**src/hw/rtl/rsme_pkg.sv**
```systemverilog
package rsme_pkg;

    // Command codes carried by every input word.
    localparam logic CMD_START = 1'b0;
    localparam logic CMD_STEP  = 1'b1;

    // Operation kinds latched by a start word.
    localparam logic KIND_MOVS = 1'b0;
    localparam logic KIND_STOS = 1'b1;

    // Element size codes.
    localparam logic [1:0] SIZE_BYTE  = 2'd0;
    localparam logic [1:0] SIZE_WORD  = 2'd1;
    localparam logic [1:0] SIZE_DWORD = 2'd2;
    localparam logic [1:0] SIZE_RSVD  = 2'd3;

    localparam logic DIR_UP   = 1'b0;
    localparam logic DIR_DOWN = 1'b1;

    typedef struct packed {
        logic        command;
        logic        op_kind;
        logic [1:0]  size_code;
        logic        direction;
        logic [31:0] source_address;
        logic [31:0] dest_address;
        logic [31:0] repeat_count;
        logic [31:0] fill_value;
        logic [31:0] read_data;
    } item_t;

    typedef struct packed {
        logic        kind;
        logic [1:0]  size;
        logic        dir;
        logic [31:0] src_ptr;
        logic [31:0] dst_ptr;
        logic [31:0] remaining;
        logic [31:0] fill;
    } arch_state_t;

    typedef struct packed {
        logic        write_valid;
        logic [31:0] write_address;
        logic [1:0]  write_size;
        logic [31:0] write_data;
        logic [31:0] next_read_address;
        logic [31:0] count_left;
        logic [31:0] dest_after;
        logic        done_res;
    } result_t;

    function automatic logic [31:0] elem_bytes(input logic [1:0] size);
        logic [31:0] n;
        case (size)
            SIZE_BYTE: n = 32'd1;
            SIZE_WORD: n = 32'd2;
            default:   n = 32'd4;
        endcase
        return n;
    endfunction

    function automatic logic [31:0] elem_mask(input logic [1:0] size);
        logic [31:0] m;
        case (size)
            SIZE_BYTE: m = 32'h0000_00FF;
            SIZE_WORD: m = 32'h0000_FFFF;
            default:   m = 32'hFFFF_FFFF;
        endcase
        return m;
    endfunction

endpackage

```
**src/hw/rtl/rsme_in_stage.sv**
```systemverilog
module rsme_in_stage (
    input  logic                 aclk,
    input  logic                 aresetn,
    input  logic                 s_valid,
    output logic                 s_ready,
    input  rsme_pkg::item_t      s_item,
    input  logic                 advance,
    output logic                 item_valid,
    output rsme_pkg::item_t      item
);
    import rsme_pkg::*;

    logic  valid_reg;
    logic  valid_next;
    item_t item_reg;

    // The register frees up in the same cycle its word moves on.
    assign s_ready    = !valid_reg || advance;
    assign valid_next = (s_valid && s_ready) ? 1'b1 : (advance ? 1'b0 : valid_reg);

    always_ff @(posedge aclk) begin
        if (!aresetn) begin
            valid_reg <= 1'b0;
        end else begin
            valid_reg <= valid_next;
        end
    end

    always_ff @(posedge aclk) begin
        if (s_valid && s_ready) begin
            item_reg <= s_item;
        end
    end

    assign item_valid = valid_reg;
    assign item       = item_reg;

endmodule

```
**src/hw/rtl/rsme_step.sv**
```systemverilog
module rsme_step (
    input  rsme_pkg::item_t       item,
    input  rsme_pkg::arch_state_t cur,
    output rsme_pkg::arch_state_t nxt,
    output rsme_pkg::result_t     res
);
    import rsme_pkg::*;

    logic [31:0] delta;
    logic [31:0] src_adv;
    logic [31:0] dst_adv;
    logic        active;

    assign delta   = elem_bytes(cur.size);
    assign src_adv = (cur.dir == DIR_DOWN) ? cur.src_ptr - delta : cur.src_ptr + delta;
    assign dst_adv = (cur.dir == DIR_DOWN) ? cur.dst_ptr - delta : cur.dst_ptr + delta;
    assign active  = (item.command == CMD_STEP) && (cur.remaining != 32'd0);

    always_comb begin
        nxt               = cur;
        res.write_valid   = 1'b0;
        res.write_address = 32'd0;
        res.write_size    = SIZE_BYTE;
        res.write_data    = 32'd0;
        if (item.command == CMD_START) begin
            nxt.kind      = item.op_kind;
            nxt.size      = (item.size_code == SIZE_RSVD) ? SIZE_DWORD : item.size_code;
            nxt.dir       = item.direction;
            nxt.src_ptr   = item.source_address;
            nxt.dst_ptr   = item.dest_address;
            nxt.remaining = item.repeat_count;
            nxt.fill      = item.fill_value;
        end else if (active) begin
            res.write_valid   = 1'b1;
            res.write_address = cur.dst_ptr;
            res.write_size    = cur.size;
            res.write_data    = ((cur.kind == KIND_STOS) ? cur.fill : item.read_data)
                                & elem_mask(cur.size);
            if (cur.kind == KIND_MOVS) begin
                nxt.src_ptr = src_adv;
            end
            nxt.dst_ptr   = dst_adv;
            nxt.remaining = cur.remaining - 32'd1;
        end
        res.next_read_address = nxt.src_ptr;
        res.count_left        = nxt.remaining;
        res.dest_after        = nxt.dst_ptr;
        res.done_res          = (nxt.remaining == 32'd0);
    end

endmodule

```
**src/hw/rtl/rep_string_move_store_engine.sv**
```systemverilog
// REP MOVS / REP STOS string engine. A start word (command 0) loads the
// operation, element size, direction flag, source and destination
// addresses, element count and fill value; each step word (command 1)
// brings the data read at the address reported as m_next_read_address by
// the previous result and produces one memory write of the element (the
// read data for a move, the fill value for a store, masked to the element
// size), then moves the destination and, for a move, the source address
// by the element size and decrements the count, which stops at zero.
// Every input word gives exactly one result word. The engine accepts one
// word per clock cycle, and each result passes through the input register
// and then the result register. The architectural state (pointers, count)
// is updated in the same cycle a word passes from the input register to
// the result register, so consecutive steps chain without bubbles; the
// only stall is back-pressure from m_ready. Reset needs no clearing pass.
module rep_string_move_store_engine (
    input  logic        aclk,
    input  logic        aresetn,
    input  logic        s_valid,
    output logic        s_ready,
    input  logic        s_command,
    input  logic        s_op_kind,
    input  logic [1:0]  s_size_code,
    input  logic        s_direction,
    input  logic [31:0] s_source_address,
    input  logic [31:0] s_dest_address,
    input  logic [31:0] s_repeat_count,
    input  logic [31:0] s_fill_value,
    input  logic [31:0] s_read_data,
    output logic        m_valid,
    input  logic        m_ready,
    output logic        m_write_valid,
    output logic [31:0] m_write_address,
    output logic [1:0]  m_write_size,
    output logic [31:0] m_write_data,
    output logic [31:0] m_next_read_address,
    output logic [31:0] m_count_left,
    output logic [31:0] m_dest_after,
    output logic        m_done_res
);
    import rsme_pkg::*;

    item_t       s_item;
    item_t       item;
    logic        item_valid;
    logic        advance;
    arch_state_t state_reg;
    arch_state_t state_next;
    result_t     step_res;
    result_t     res_reg;
    logic        out_valid_reg;
    logic        out_valid_next;

    assign s_item.command        = s_command;
    assign s_item.op_kind        = s_op_kind;
    assign s_item.size_code      = s_size_code;
    assign s_item.direction      = s_direction;
    assign s_item.source_address = s_source_address;
    assign s_item.dest_address   = s_dest_address;
    assign s_item.repeat_count   = s_repeat_count;
    assign s_item.fill_value     = s_fill_value;
    assign s_item.read_data      = s_read_data;

    // A word leaves the input register when the result register is empty
    // or its word is being taken in this cycle.
    assign advance = item_valid && (!out_valid_reg || m_ready);

    rsme_in_stage u_in_stage (
        .aclk       (aclk),
        .aresetn    (aresetn),
        .s_valid    (s_valid),
        .s_ready    (s_ready),
        .s_item     (s_item),
        .advance    (advance),
        .item_valid (item_valid),
        .item       (item)
    );

    rsme_step u_step (
        .item (item),
        .cur  (state_reg),
        .nxt  (state_next),
        .res  (step_res)
    );

    // Architectural state commits only when its word moves to the output.
    always_ff @(posedge aclk) begin
        if (!aresetn) begin
            state_reg <= '0;
        end else if (advance) begin
            state_reg <= state_next;
        end
    end

    assign out_valid_next = advance ? 1'b1 : (m_ready ? 1'b0 : out_valid_reg);

    always_ff @(posedge aclk) begin
        if (!aresetn) begin
            out_valid_reg <= 1'b0;
        end else begin
            out_valid_reg <= out_valid_next;
        end
    end

    always_ff @(posedge aclk) begin
        if (advance) begin
            res_reg <= step_res;
        end
    end

    assign m_valid             = out_valid_reg;
    assign m_write_valid       = res_reg.write_valid;
    assign m_write_address     = res_reg.write_address;
    assign m_write_size        = res_reg.write_size;
    assign m_write_data        = res_reg.write_data;
    assign m_next_read_address = res_reg.next_read_address;
    assign m_count_left        = res_reg.count_left;
    assign m_dest_after        = res_reg.dest_after;
    assign m_done_res          = res_reg.done_res;

    // A step that finds work left takes exactly one element off the count.
    assert property (@(posedge aclk) disable iff (!aresetn)
        (advance && item.command == CMD_STEP && state_reg.remaining != 32'd0)
        |=> state_reg.remaining == $past(state_reg.remaining) - 32'd1)
        else $error("count did not decrement by one on an active step");

    // The stored element size never takes the reserved code.
    assert property (@(posedge aclk) disable iff (!aresetn)
        state_reg.size != SIZE_RSVD)
        else $error("reserved element size stored");

    // A result without a write carries zero address, size and data.
    assert property (@(posedge aclk) disable iff (!aresetn)
        (m_valid && !m_write_valid) |->
        (m_write_address == 32'd0 && m_write_data == 32'd0 && m_write_size == SIZE_BYTE))
        else $error("non-write result carries write fields");

    // Byte writes never carry data above the low byte.
    assert property (@(posedge aclk) disable iff (!aresetn)
        (m_valid && m_write_valid && m_write_size == SIZE_BYTE) |->
        m_write_data[31:8] == 24'd0)
        else $error("byte write data not masked");

endmodule

```
**config.mk**
```make
export PLATFORM = sky130hd
export DESIGN_NAME = rep_string_move_store_engine
export DESIGN_NICKNAME = d
export VERILOG_FILES = /design/src/hw/rtl/rsme_pkg.sv /design/src/hw/rtl/rsme_in_stage.sv /design/src/hw/rtl/rsme_step.sv /design/src/hw/rtl/rep_string_move_store_engine.sv
export SDC_FILE = /design/constraint.sdc
export NUM_CORES = 1
export LEC_CHECK = 0
export ABC_AREA = 1
export ABC_CLOCK_PERIOD_IN_PS = 6200
export BUFFER_PORTS_ARGS = -buffer_cell sky130_fd_sc_hd__buf_2
export CORE_UTILIZATION = 50
export CTS_BUF_LIST = sky130_fd_sc_hd__clkbuf_8
export CTS_CLUSTER_DIAMETER = 150
export DETAILED_ROUTE_END_ITERATION = 7
export PLACE_DENSITY = 0.71
export SLEW_MARGIN = 20
export SYNTH_ARGS = -nofsm -noshare
export SYNTH_HDL_FRONTEND = slang
export SYNTH_SLANG_ARGS = --single-unit
```
**constraint.sdc**
```tcl
create_clock -name aclk -period 6.2 [get_ports aclk]
set_input_delay 0.62 -clock aclk [delete_from_list [all_inputs] [get_ports aclk]]
set_output_delay 0.62 -clock aclk [all_outputs]
set_load 0.02 [all_outputs]
```
# --- Yosys cells after proc, flatten, opt, wreduce, memory -nomap -nowiden ---
# Index checks and enable logic that the tools add are counted.
# W data, S select, Z words.
word_totals:
  ff_bits: 463
  latchBits: 0
  mem_bits_rw: 0
  rom_bits: 0
  inputBits: 169
  wordCells: 65
  memories: 0
op_classes:
  add_sub_neg: 5
  multipliers: 0
  div_mod_pow: 0
  n_lt_le_gt_ge: 0
  n_eq_ne: 2
  n_shift: 0
  n_mux: 16
  n_bitwise: 2
  reduce_logical: 14
ops:
  columns: ["op", "count"]
  rows:
  - ["$mux W32", 6]
  - ["$mux W96", 2]
  - ["$mux W67", 1]
  - ["$pmux W32 S2", 1]
  - ["$add A32 B3 Y32", 1]
  - ["$add A32 B32 Y32", 1]
  - ["$and A32 B32 Y32", 1]
  - ["$logic_not A32 Y1", 1]
  - ["$reduce_bool A32 Y1", 1]
  - ["$sub A32 B1 Y32 const B", 1]
  - ["$sub A32 B3 Y32", 1]
  - ["$sub A32 B32 Y32", 1]
  - ["$pmux W3 S2", 1]
  - ["$mux W1", 4]
  - ["$reduce_and A2 Y1", 2]
  - ["$reduce_bool A2 Y1", 2]
  - ["$logic_and A1 B1 Y1", 3]
  - ["$eq A2 B1 Y1 const B", 1]
  - ["$eq A2 B2 Y1 const B", 1]
  - ["$logic_not A1 Y1", 2]
  - ["$logic_not A2 Y1", 1]
  - ["$logic_or A1 B1 Y1", 2]
  - ["$mux W2", 1]
  - ["$not A1 Y1", 1]

# --- Depth between registers and ports, before layout ---
# Gate-level depths: netlist (run 1).
logic_depth:
  ltp_word: 8
  depth_mapped: 24
  ltp_nobuf: 24

# --- By module ---
# From an unflattened synthesis (run 1), not the netlist that was laid out.
unflattened:
  hier_cells: 2843
  area_unflattened_um2: 24198.2
by_module_without_submodules:
  columns: ["module", "instances", "cells_per_inst", "area_per_inst_um2", "seq_area_each_um2"]
  rows:
  - ["rep_string_move_store_engine", 1, 1035, 10914.2, 7587.3]
  - ["rsme_step", 1, 1636, 8277.9, 0.0]
  - ["rsme_in_stage", 1, 172, 5006.1, 4974.8]

# --- Worst setup path after synthesis (run 1) ---
# No wires, ideal clock.
synth_path:
  path_kind: "input to register"
  from: "input m_ready"
  to: "register state_reg[32] (netlist name)"
  t_arrival_ns: 6.229
  t_required_ns: 5.851
  setup_slack_ns: -0.378
  path_stages: 8
  path_buffers: 3
  cell_sequence: "inv_1 -> nand2_1 -> nand2_1 -> clkbuf_1 -> inv_1 -> clkbuf_1 -> buf_1 -> a21oi_1"
synth_between:
  elab_chain_cells: 2
synth_rtl:
  columns: ["item", "line", "source"]
  rows:
  - ["from (decl)", "rep_string_move_store_engine.sv:30", "input logic m_ready,"]
  - ["$logic_or A1 B1 Y1", "rep_string_move_store_engine.sv:65", "assign advance = item_valid && (!out_valid_reg || m_ready);"]
  - ["$logic_and A1 B1 Y1", "rep_string_move_store_engine.sv:65", null]
  - ["via advance", "rep_string_move_store_engine.sv:45", "logic advance;"]
  - ["to (signal assigned)", "rep_string_move_store_engine.sv:90", "state_reg <= state_next;"]
  - ["to (decl)", "rep_string_move_store_engine.sv:46", "arch_state_t state_reg;"]
# The timed path passes the listed nets, and every way through them passes these cells.
# A chain may end at the register's enable or synchronous reset.

==> results of run 1 <==
through the flow:
step,power (uW),worst slack (ns),cell area [um^2]
5_1_grt,7620,1.75,25800
3_5_place_dp,4690,2.04,24200
3_3_place_gp,4670,2.21,24200
6_report,7290,2.03,25800
4_1_cts,7350,2.05,25800
2_1_floorplan,4370,0.0331,22100
critical path, cell delays in order, from the launching register on:
cell      delay, ns
dfxtp_1        0.41
inv_2          0.09
ha_1           0.29
nand2_2        0.14
nor2_4         0.07
nand2_2        0.08
nor2_4         0.06
nor2_8         0.61
clkinv_2       1.09
o21ai_0        0.68
nor2_1         0.09
nand2_1        0.08
nor2_1         0.05
nand3b_1       0.11
nor2_1         0.05
per-layer routing:
layer  vias up  GRT usage [%]  share of wire (%)
li1       8832              -                  -
met1      8378           35.0                 43
met4         6           9.10                2.5
met3       111           6.45                7.8
met5         -              0              0.057
met2       669           42.7                 47
synthesized netlist by cell type (3+ instances only):
library cell | count | area share, %
a211oi_1 | 28 | 0.95
a21boi_0 | 8 | 0.27
a21o_1 | 12 | 0.41
a21oi_1 | 196 | 4.4
a22o_1 | 4 | 0.16
buf_1 | 3 | 0.051
buf_2 | 17 | 0.38
buf_4 | 3 | 0.10
buf_6 | 6 | 0.31
clkbuf_1 | 53 | 0.90
dfxtp_1 | 134 | 12
edfxtp_1 | 329 | 45
ha_1 | 63 | 3.6
inv_1 | 321 | 5.4
inv_2 | 4 | 0.068
nand2_1 | 442 | 7.5
nand2_2 | 9 | 0.25
nand3_1 | 152 | 3.4
nand3b_1 | 10 | 0.34
nand4_1 | 11 | 0.31
nor2_1 | 279 | 4.7
nor2_2 | 11 | 0.31
nor2_4 | 3 | 0.15
nor3_1 | 18 | 0.41
o211ai_1 | 5 | 0.17
o211ai_2 | 6 | 0.34
o21a_1 | 8 | 0.27
o21ai_0 | 170 | 3.8
o21ai_1 | 20 | 0.45
o21ai_2 | 12 | 0.47
o21bai_1 | 9 | 0.31
o311ai_1 | 3 | 0.12
or2_2 | 6 | 0.17
xnor2_1 | 3 | 0.12
xor2_1 | 39 | 1.5
layout make-up:
class | instances | area [um^2]
clock inverters | 60 | 333
diodes | 2 | 5.00
inverters | 328 | 1250
well taps | 585 | 732
clock buffers | 87 | 1200
repair buffers | 344 | 1750
flip-flops and latches | 463 | 12600
fillers | 3865 | 17600
multi-input cells | 1547 | 7960
worst max path at each step:
stage | from | end | slack (ns) | depth (start not counted)
2_1_floorplan | m_ready | m_count_left[0] | 0.03 | 7
3_3_place_gp | state_reg[32] | m_done_res | 2.21 | 13
3_5_place_dp | state_reg[32] | m_done_res | 2.04 | 14
4_1_cts | state_reg[32] | m_done_res | 2.05 | 14
5_1_grt | state_reg[32] | m_done_res | 1.75 | 14
6_report | state_reg[32] | m_done_res | 2.03 | 14
cells by family (layout without fill, tap and decap cells):
logic type | Yosys count | count (layout)
compound gates | 489 | 489
xor+xnor | 42 | 42
fa+ha+maj | 65 | 65
buf+inv | 410 | 819
flops | 463 | 463
other cells | 0 | 2
simple gates | 951 | 951
power by group through the flow:
stage               clock (uW)  sequential, uW  combinational, uW
floorplan                    0            3760                613
global placement             0            3700                978
detailed placement           0            3700                996
CTS                       2710            3640               1000
global route              2840            3650               1120
finish                    2650            3640               1000
==> results by group, run 1 <==
Synthesis
  • Adder-cell area share of the yosys netlist: 3.74%
  • Post-synth EDFFs: 329
  • XOR/XNOR Fraction of Synth Area: 1.66%
  • Yosys warning total: 0
  • Largest family of logic cells by synthesized area: simple AND/OR/NAND/NOR gates
  • Synth Area in Compound Gates: 12.5%
  • Net count after synthesis: 2,654
  • Async set-reset flop share out of synthesis: 0%
  • Cell area after synthesis: 22,100 um^2
  • Mux cell area share after synthesis: 0%
  • Sequential-to-total area share from yosys stat: 56.8%
  • Simple-Gate Fraction of Synth Area: 18.0%
  • Synthesized instance count: 2,420
  • Synth cell types: 52
  • Top FF cell, synth: edfxtp_1
  • FF+latch count, synth: 463
  • Syn avg cell area: 9.15 um^2

Cells and area
  • Area growth syn-to-layout: 16.5%
  • Max reg flops: 165
  • Layout cells sized above 1: 18.0%
  • Most frequent cells in the layout: nand2_1 (441), inv_1 (353), buf_2 (334)
  • Commonest non-fill, non-tap cell in the layout: nand2_1
  • Final core utilization: 59.5%
  • Post-Layout Cell Count: 3,416
  • Final nets: 2,997

Floorplanning
  • Die Width: 212 um
  • IO Pins: 335
  • Die ar.: 45,100 um^2
  • Die Height: 212 um
  • Initial Utilization: 51.0%
  • Row count: 76
  • Core Box Area: 43,400 um^2

Flow run
  • Max cap viols: 0

Critical path
  • Worst R2R Path Depth: 14
  • Critical path arrival: 4.57 ns
  • Setup crit end kind: flip-flop
  • Max FO, Critical Path: 62
  • Critical Path Source Type: flip-flop
  • Worst Setup Path Type: reg2reg
  • FF-to-FF End: m_done_res
  • CP required: 6.61 ns
  • R2R Path Start: state_reg[32]
  • R2R Setup Slk: 2.03 ns

Power and ir drop
  • NetSw: 2050 uW
  • Sequential Power Share: 49.9%
  • Sw frac: 28.1%
  • Comb pwr share: 13.8%
  • Leakage: 0.0116 uW
  • Cell Int Power: 5240 uW
  • Pwr dens: 283 nW/um^2
  • VDD IR max: 183 uV
  • Clock power share: 36.3%

CTS
  • Sink Count: 463
  • Worst-Skew Late Latency: 0.67 ns
  • CTS buffer count: 79
  • Hold-fix buffer count after cts: 0
  • Cell chosen for the clock root: clkbuf_8
  • Clock transition at path regs: 0.06 ns
  • Post_cts resized: 0
  • Deepest clock path buffer count: 3
  • CTS tree: done
  • CTS H-tree depth: 3
  • Postcts setup bufs: 0

Hold path
  • Hold EP: u_in_stage.item[78]
  • HP Class: in2reg
  • Worst hold stages: 1
  • Worst hold start: s_repeat_count[14]

Timing
  • Period minus WS final: 4.17 ns
  • Setup tns final: 0 ns
  • WHS: 0.124 ns
  • RSZ-0062 raised after global routing: false
  • Final Hold Viols: 0
  • Fmax: 0.240 GHz
  • Slew HR: 26.8%
  • Slew Viols, Final: 0
  • Final setup viols: 0
  • Post-Route Skew: 0.0375 ns
  • Slew @ Worst Pin: 1.10 ns
  • Final Cycle Share: 67.2%

Place
  • PortBufs: 334
  • Routability cong.: 0.964
  • Post-detail-place hpwl: 41,500 um
  • Dpl cells: 3,267

Global routing
  • GR Overflow Total: 0
  • Largest net degree at the start of global routing: 103
  • Initial antenna violation count: 8
  • Gr usage total: 26.5%
  • Vias in the first global route: 17.3k
  • First-pass GRT wire length: 92,100 um

Status
  • Status: finished clean

Detailed routing
  • Average wire per standard cell: 17.4 um
  • DR vias: 18.0k
  • Remaining antenna violation count after routing: 0
  • Routed wire length: 59,500 um
  • DRC errors left: 0
  • Initial DRC Count: 1,389
  • DRT Pass-1 Iters: 6
  • Vias per inst: 5.27
Note: power is estimated with default switching activity, not from simulation.
==> run 2: changes to the inputs <==
- ABC_CLOCK_PERIOD_IN_PS: 6200 -> 4300
- PLACE_DENSITY: 0.71 -> 0.68
- clock period: 6.2 -> 4.3 ns (I/O delays scaled with it)
==> run 2 against run 1 <==
Compared with the run above:
- sequential power increased by 44%
- worst hold slack about the same
- clock power increased by 46%
- global-route usage increased by 1.5 points
- clock skew increased by 0.0070 ns
- non-clock buffer count increased by 173
- die area unchanged
- maximum frequency increased by 14%
==> results by group, run 2 (same netlist as run 1, synthesis figures left out) <==
CTS
  • Deepest clock path buffer count: 3 (unchanged)
  • CTS tree: done
  • Postcts setup bufs: 0 (unchanged)
  • Cell chosen for the clock root: clkbuf_8
  • Worst-Skew Late Latency: 0.68 ns (about the same)
  • CTS buffer count: 79 (unchanged)
  • Sink Count: 463 (unchanged)
  • Clock transition at path regs: 0.06 ns (about the same)
  • CTS H-tree depth: 3 (unchanged)

Critical path
  • Max FO, Critical Path: 46 (-26%)
  • Slowest-stage cell, CP: clkinv_2
  • R2R Path Start: state_reg[32]
  • Worst path top cell family by delay: simple AND/OR/NAND/NOR gates
  • Worst Setup Path Type: reg2reg
  • CP required: 4.70 ns (-1.91 ns)
  • Critical path launch point: state_reg[32]
  • Crit path buf inv count: 2 (unchanged)
  • Cells along the critical path: inv_2, ha_1, nand2_2, nor2_4, nand2_2, nor2_4, nor2_8, clkinv_2, o21ai_0, nor2_1, nand2_1, nor2_1, nand2_1, nor2_1
  • Setup crit end kind: flip-flop
  • Critical Path Source Type: flip-flop
  • Slowest stage delay, CP: 0.77 ns (-0.32 ns)
  • Most used cell, CP: nor2_1
  • Critical path arrival: 4.05 ns (-0.52 ns)

Timing
  • RSZ-0062 raised after global routing: false
  • Post-Route Skew: 0.0445 ns (+0.00702 ns)
  • Final Cycle Share: 84.9% (+18 points)
  • Setup tns final: 0 ns (unchanged)
  • Period minus WS final: 3.65 ns (-0.514 ns)
  • Final setup viols: 0 (unchanged)
  • Slew Viols, Final: 0 (unchanged)
  • Fmax: 0.274 GHz (+14%)
  • WHS: 0.124 ns (+0.0000810 ns)
  • Slew @ Worst Pin: 0.972 ns (-0.125 ns)
  • Final Hold Viols: 0 (unchanged)
  • Slew HR: 35.2% (+8.4 points)

Global routing
  • Gr usage total: 28.0% (+1.5 points)
  • Initial antenna violation count: 3 (-5)
  • First-pass GRT wire length: 97,500 um (+5.9%)
  • Largest net degree at the start of global routing: 130 (+26%)
  • Vias in the first global route: 18.6k (+7.6%)
  • GR Overflow Total: 0 (unchanged)

Power and ir drop
  • Comb pwr share: 15.0% (+1.2 points)
  • VDD IR max: 362 uV (+98%)
  • Leakage: 0.0123 uW (+6.3%)
  • Sequential Power Share: 48.8% (-1.1 points)
  • Cell Int Power: 7660 uW (+46%)
  • NetSw: 3040 uW (+48%)
  • Clock power share: 36.2% (about the same)
  • Pwr dens: 389 nW/um^2 (+37%)
  • Sw frac: 28.4% (+0.32 points)

Detailed routing
  • DRC errors left: 0 (unchanged)
  • DRT Pass-1 Iters: 5 (-1)
  • Vias per inst: 5.23 (-0.73%)
  • Average wire per standard cell: 17.5 um (+0.41%)
  • Initial DRC Count: 1,414 (+1.8%)
  • Routed wire length: 62,800 um (+5.5%)
  • Remaining antenna violation count after routing: 0 (unchanged)
  • DR vias: 18.8k (+4.3%)

Floorplanning
  • Die Height: 212 um (unchanged)
  • Row count: 76 (unchanged)
  • Die ar.: 45,100 um^2 (unchanged)
  • Initial Utilization: 51.0% (unchanged)
  • Core Box Area: 43,400 um^2 (unchanged)
  • Die Width: 212 um (unchanged)
  • IO Pins: 335 (unchanged)

Flow run
  • Max cap viols: 0 (unchanged)

Place
  • Routability cong.: 0.932 (-3.3%)
  • PortBufs: 334 (unchanged)
  • Post-detail-place hpwl: 41,800 um (+0.89%)

Hold path
  • Worst hold start: s_valid
  • HP Class: in2reg

Status
  • Status: finished clean

Cells and area
  • Final nets: 3,170 (+5.8%)
  • FF/Latch Area: 12,600 um^2 (about the same)
  • Fill cells: 3,666 (-5.1%)
  • Layout cells sized above 1: 17.3% (-0.64 points)
  • Area of the multi-input gates: 7960 um^2 (unchanged)
  • Max reg flops: 165 (unchanged)
  • Commonest non-fill, non-tap cell in the layout: nand2_1
  • Most frequent cells in the layout: nand2_1 (441), inv_1 (348), buf_2 (334)
  • Area growth syn-to-layout: 24.4%
run 2: cell type report:
type                            count  share of cell area [%]
Clock buffer                       90                    4.50
Antenna cell                        3                  0.0273
Tap cell                          585                    2.66
Inverter                          328                    4.52
Clock inverter                     57                    1.10
Multi-Input combinational cell   1547                    28.9
Sequential cell                   463                    45.6
Timing Repair Buffer              517                    12.7
run 2: through the flow:
step	util (%)	power (uW)	instances	instance area [um^2]	setup WS, ns
3_3_place_gp	56.1	6750	3275	24300	0.737
4_1_cts	63.5	10800	3587	27500	0.653
3_5_place_dp	56.1	6780	3275	24300	0.669
6_report	63.5	10700	3590	27500	0.648
2_1_floorplan	-	6290	2420	22100	0.306
5_1_grt	63.5	11200	3589	27500	0.311
run 2: path summary, 6_finish.rpt:
path                           end  slack, ns  depth (start not counted)
max                     m_done_res       0.65                         14
min          u_in_stage.item_valid       0.12                          3
max reg2reg             m_done_res       0.65                         14
min reg2reg          state_reg[19]       0.45                          2
run 2: repair_timing:
action / 4_1_cts / 5_1_grt
hold endpoints to repair: 165 / 0
hold buffers: 165 / 0
resized for setup: 0 / 0
run 2: power groups by stage:
stage,registers [uW],logic (uW),clock network [uW]
after global placement,5310,1440,0
final,5230,1600,3870
after detailed placement,5310,1460,0
after CTS,5220,1590,3960
after global routing,5250,1780,4140
after floorplan,5410,885,0
run 2: tightest hold or removal path, stage by stage:
cell     delay [ns]
buf_2          0.08
nand2_1        0.09
a21oi_1        0.14
run 2: routing by layer:
layer / routed length [um] / vias up / share of wire, % / GRT usage (%)
met3: 4150 / 114 / 6.6 / 5.60
met1: 27000 / 8780 / 43 / 36.2
met2: 30000 / 689 / 48 / 46.5
li1: - / 9189 / - / -
met4: 1610 / 2 / 2.6 / 10.3
met5: 13 / - / 0.021 / 0
==> run 3: changes to the inputs <==
- ABC_CLOCK_PERIOD_IN_PS: 4300 -> 3800
- clock period: 4.3 -> 3.8 ns (I/O delays scaled with it)
==> run 3 against run 2 <==
Compared with the run above:
- critical path depth is the same
- register-to-register slack worse by 0.30 ns
- non-clock buffer count rose by 1
- via count is 0.43% lower
- largest cell class unchanged
- sequential share of layout area up 0.089 points
- die area stayed put
- final area shrank 0.20%
- first-iteration DRC count shrank 13%
- worst hold slack got worse by 0.044 ns
- combinational power is 13% higher
- routed wire length decreased by 1.0%
==> results by group, run 3 (same netlist as run 1, synthesis figures left out) <==
Status
  • Status: finished clean

CTS
  • CTS buffer count: 78 (-1.3%)
  • Clock transition at path regs: 0.06 ns (about the same)
  • CTS tree: done
  • Worst-Skew Late Latency: 0.66 ns (-0.02 ns)
  • CTS H-tree depth: 3 (unchanged)
  • Deepest clock path buffer count: 3 (unchanged)
  • Postcts setup bufs: 0 (unchanged)
  • Cell chosen for the clock root: clkbuf_8
  • Sink Count: 463 (unchanged)

Cells and area
  • Layout cells sized above 1: 17.1% (-0.26 points)
  • Most frequent cells in the layout: nand2_1 (441), inv_1 (353), buf_2 (334)
  • Commonest non-fill, non-tap cell in the layout: nand2_1
  • Final nets: 3,170 (unchanged)
  • Area growth syn-to-layout: 24.2%
  • Max reg flops: 165 (unchanged)

Detailed routing
  • Initial DRC Count: 1,236 (-13%)
  • Average wire per standard cell: 17.3 um (-0.92%)
  • Remaining antenna violation count after routing: 0 (unchanged)
  • DRC errors left: 0 (unchanged)
  • Vias per inst: 5.21 (-0.35%)
  • Routed wire length: 62,100 um (-1.0%)
  • DRT Pass-1 Iters: 5 (unchanged)
  • DR vias: 18.7k (-0.43%)

Timing
  • Period minus WS final: 3.45 ns (-0.202 ns)
  • Final Hold Viols: 0 (unchanged)
  • RSZ-0062 raised after global routing: false
  • Fmax: 0.290 GHz (+5.9%)
  • Final WS setup: 0.350 ns (-0.298 ns)
  • Setup tns final: 0 ns (unchanged)
  • Final setup viols: 0 (unchanged)
  • Post-Route Skew: 0.0274 ns (-0.0171 ns)
  • Slew Viols, Final: 0 (unchanged)
  • Slew HR: 35.9% (+0.67 points)
  • WHS: 0.0797 ns (-0.0440 ns)
  • Final Cycle Share: 90.8% (+5.9 points)
  • Slew @ Worst Pin: 0.962 ns (-0.0100 ns)

Floorplanning
  • Die Height: 212 um (unchanged)
  • Row count: 76 (unchanged)
  • Die ar.: 45,100 um^2 (unchanged)
  • Core Box Area: 43,400 um^2 (unchanged)
  • IO Pins: 335 (unchanged)
  • Die Width: 212 um (unchanged)
  • Initial Utilization: 51.0% (unchanged)

Power and ir drop
  • Pwr Total: 12,000 uW (+12%)
  • Pwr dens: 435 nW/um^2 (+12%)
  • VDD IR max: 318 uV (-12%)
  • Leakage: 0.0123 uW (about the same)

Critical path
  • Most used cell, CP: nor2_1
  • R2R Setup Slk: 0.35 ns (-0.30 ns)
  • Cells along the critical path: inv_2, ha_1, nand2_2, nor2_4, nand2_2, nor2_4, nor2_8, clkinv_2, o21ai_0, nor2_1, nand2_1, nor2_1, nand3b_1, nor2_1
  • Max FO, Critical Path: 46 (unchanged)
  • Worst path top cell family by delay: simple AND/OR/NAND/NOR gates
  • Worst Setup Path Type: reg2reg
  • Crit path buf inv count: 2 (unchanged)
  • Slowest stage delay, CP: 0.62 ns (-0.15 ns)
  • Setup crit end kind: flip-flop
  • Slowest-stage cell, CP: clkinv_2
  • Critical path arrival: 3.87 ns (-0.18 ns)
  • Critical Path Source Type: flip-flop
  • CP required: 4.22 ns (-0.48 ns)

Global routing
  • Vias in the first global route: 18.5k (-0.71%)
  • Gr usage total: 27.5% (-0.47 points)
  • First-pass GRT wire length: 96,000 um (-1.5%)
  • Initial antenna violation count: 3 (unchanged)
  • Largest net degree at the start of global routing: 166 (+28%)
  • GR Overflow Total: 0 (unchanged)

Place
  • PortBufs: 334 (unchanged)
  • Pre-CTS WS: 0.400 ns (-0.269 ns)
  • Post-detail-place hpwl: 42,000 um (+0.36%)
  • Routability cong.: 0.953 (+2.3%)

Hold path
  • HP Class: in2reg

Flow run
  • Max cap viols: 0 (unchanged)
-- run 3: changes by cell type in the layout (fill, tap and decap cells not counted), sizes merged --
cell      before  now
inv          356  363
clkinvlp       3    1
diode          3    2
clkbuf        90   88
clkinv        25   19
buf          352  353
-- run 3: final cells by class --
class	count	area [um^2]
Fill cell	3625	15900
Clock inverter	56	272
Tap cell	585	732
Clock buffer	88	1210
Inverter	328	1240
Multi-Input combinational cell	1547	7960
Sequential cell	463	12600
Antenna cell	2	5.00
Timing Repair Buffer	518	3490
-- run 3: final timing paths --
path	end	from	cells past startpoint
max reg2reg	m_done_res	state_reg[32]	14
min	u_in_stage.item_valid	m_ready	4
min reg2reg	state_reg[28]	state_reg[28]	2
max	m_done_res	state_reg[32]	14
-- run 3: timing repair --
action	CTS	global route
endpoints found under the hold margin	165	0
endpoints found under the setup margin	0	0
resized for setup	0	0
hold buffers	165	0
-- run 3: power by group --
part	switching [uW]	internal [uW]
registers	144	5770
logic	1170	633
clock network	2030	2200
total	3350	8610
-- run 3: worst register-to-register path: stages, from the launching register on --
cell and delay, ns:
dfxtp_1 0.41, inv_2 0.08, ha_1 0.29, nand2_2 0.14
nor2_4 0.07, nand2_2 0.08, nor2_4 0.06, nor2_8 0.60
clkinv_2 0.63, o21ai_0 0.54, nor2_1 0.07, nand2_1 0.08
nor2_1 0.05, nand3b_1 0.07, nor2_1 0.04
-- run 3: stage by stage --
step	cell area, um^2	std cells	util [%]
finish	27500	3587	63.4
global route	27500	3587	63.4
CTS	27500	3585	63.4
detailed placement	24300	3276	56.1
global placement	24300	3276	56.1
floorplan	22100	2420	-
-- run 3: per-layer routing --
| metal | part of all wire, % | vias up | GRT usage [%] |
|---|---|---|---|
| met2 | 47 | 662 | 45.3 |
| met5 | 0.021 | - | 0 |
| met4 | 3.0 | 2 | 11.7 |
| met3 | 7.3 | 107 | 5.97 |
| met1 | 43 | 8750 | 35.0 |
| li1 | - | 9172 | - |
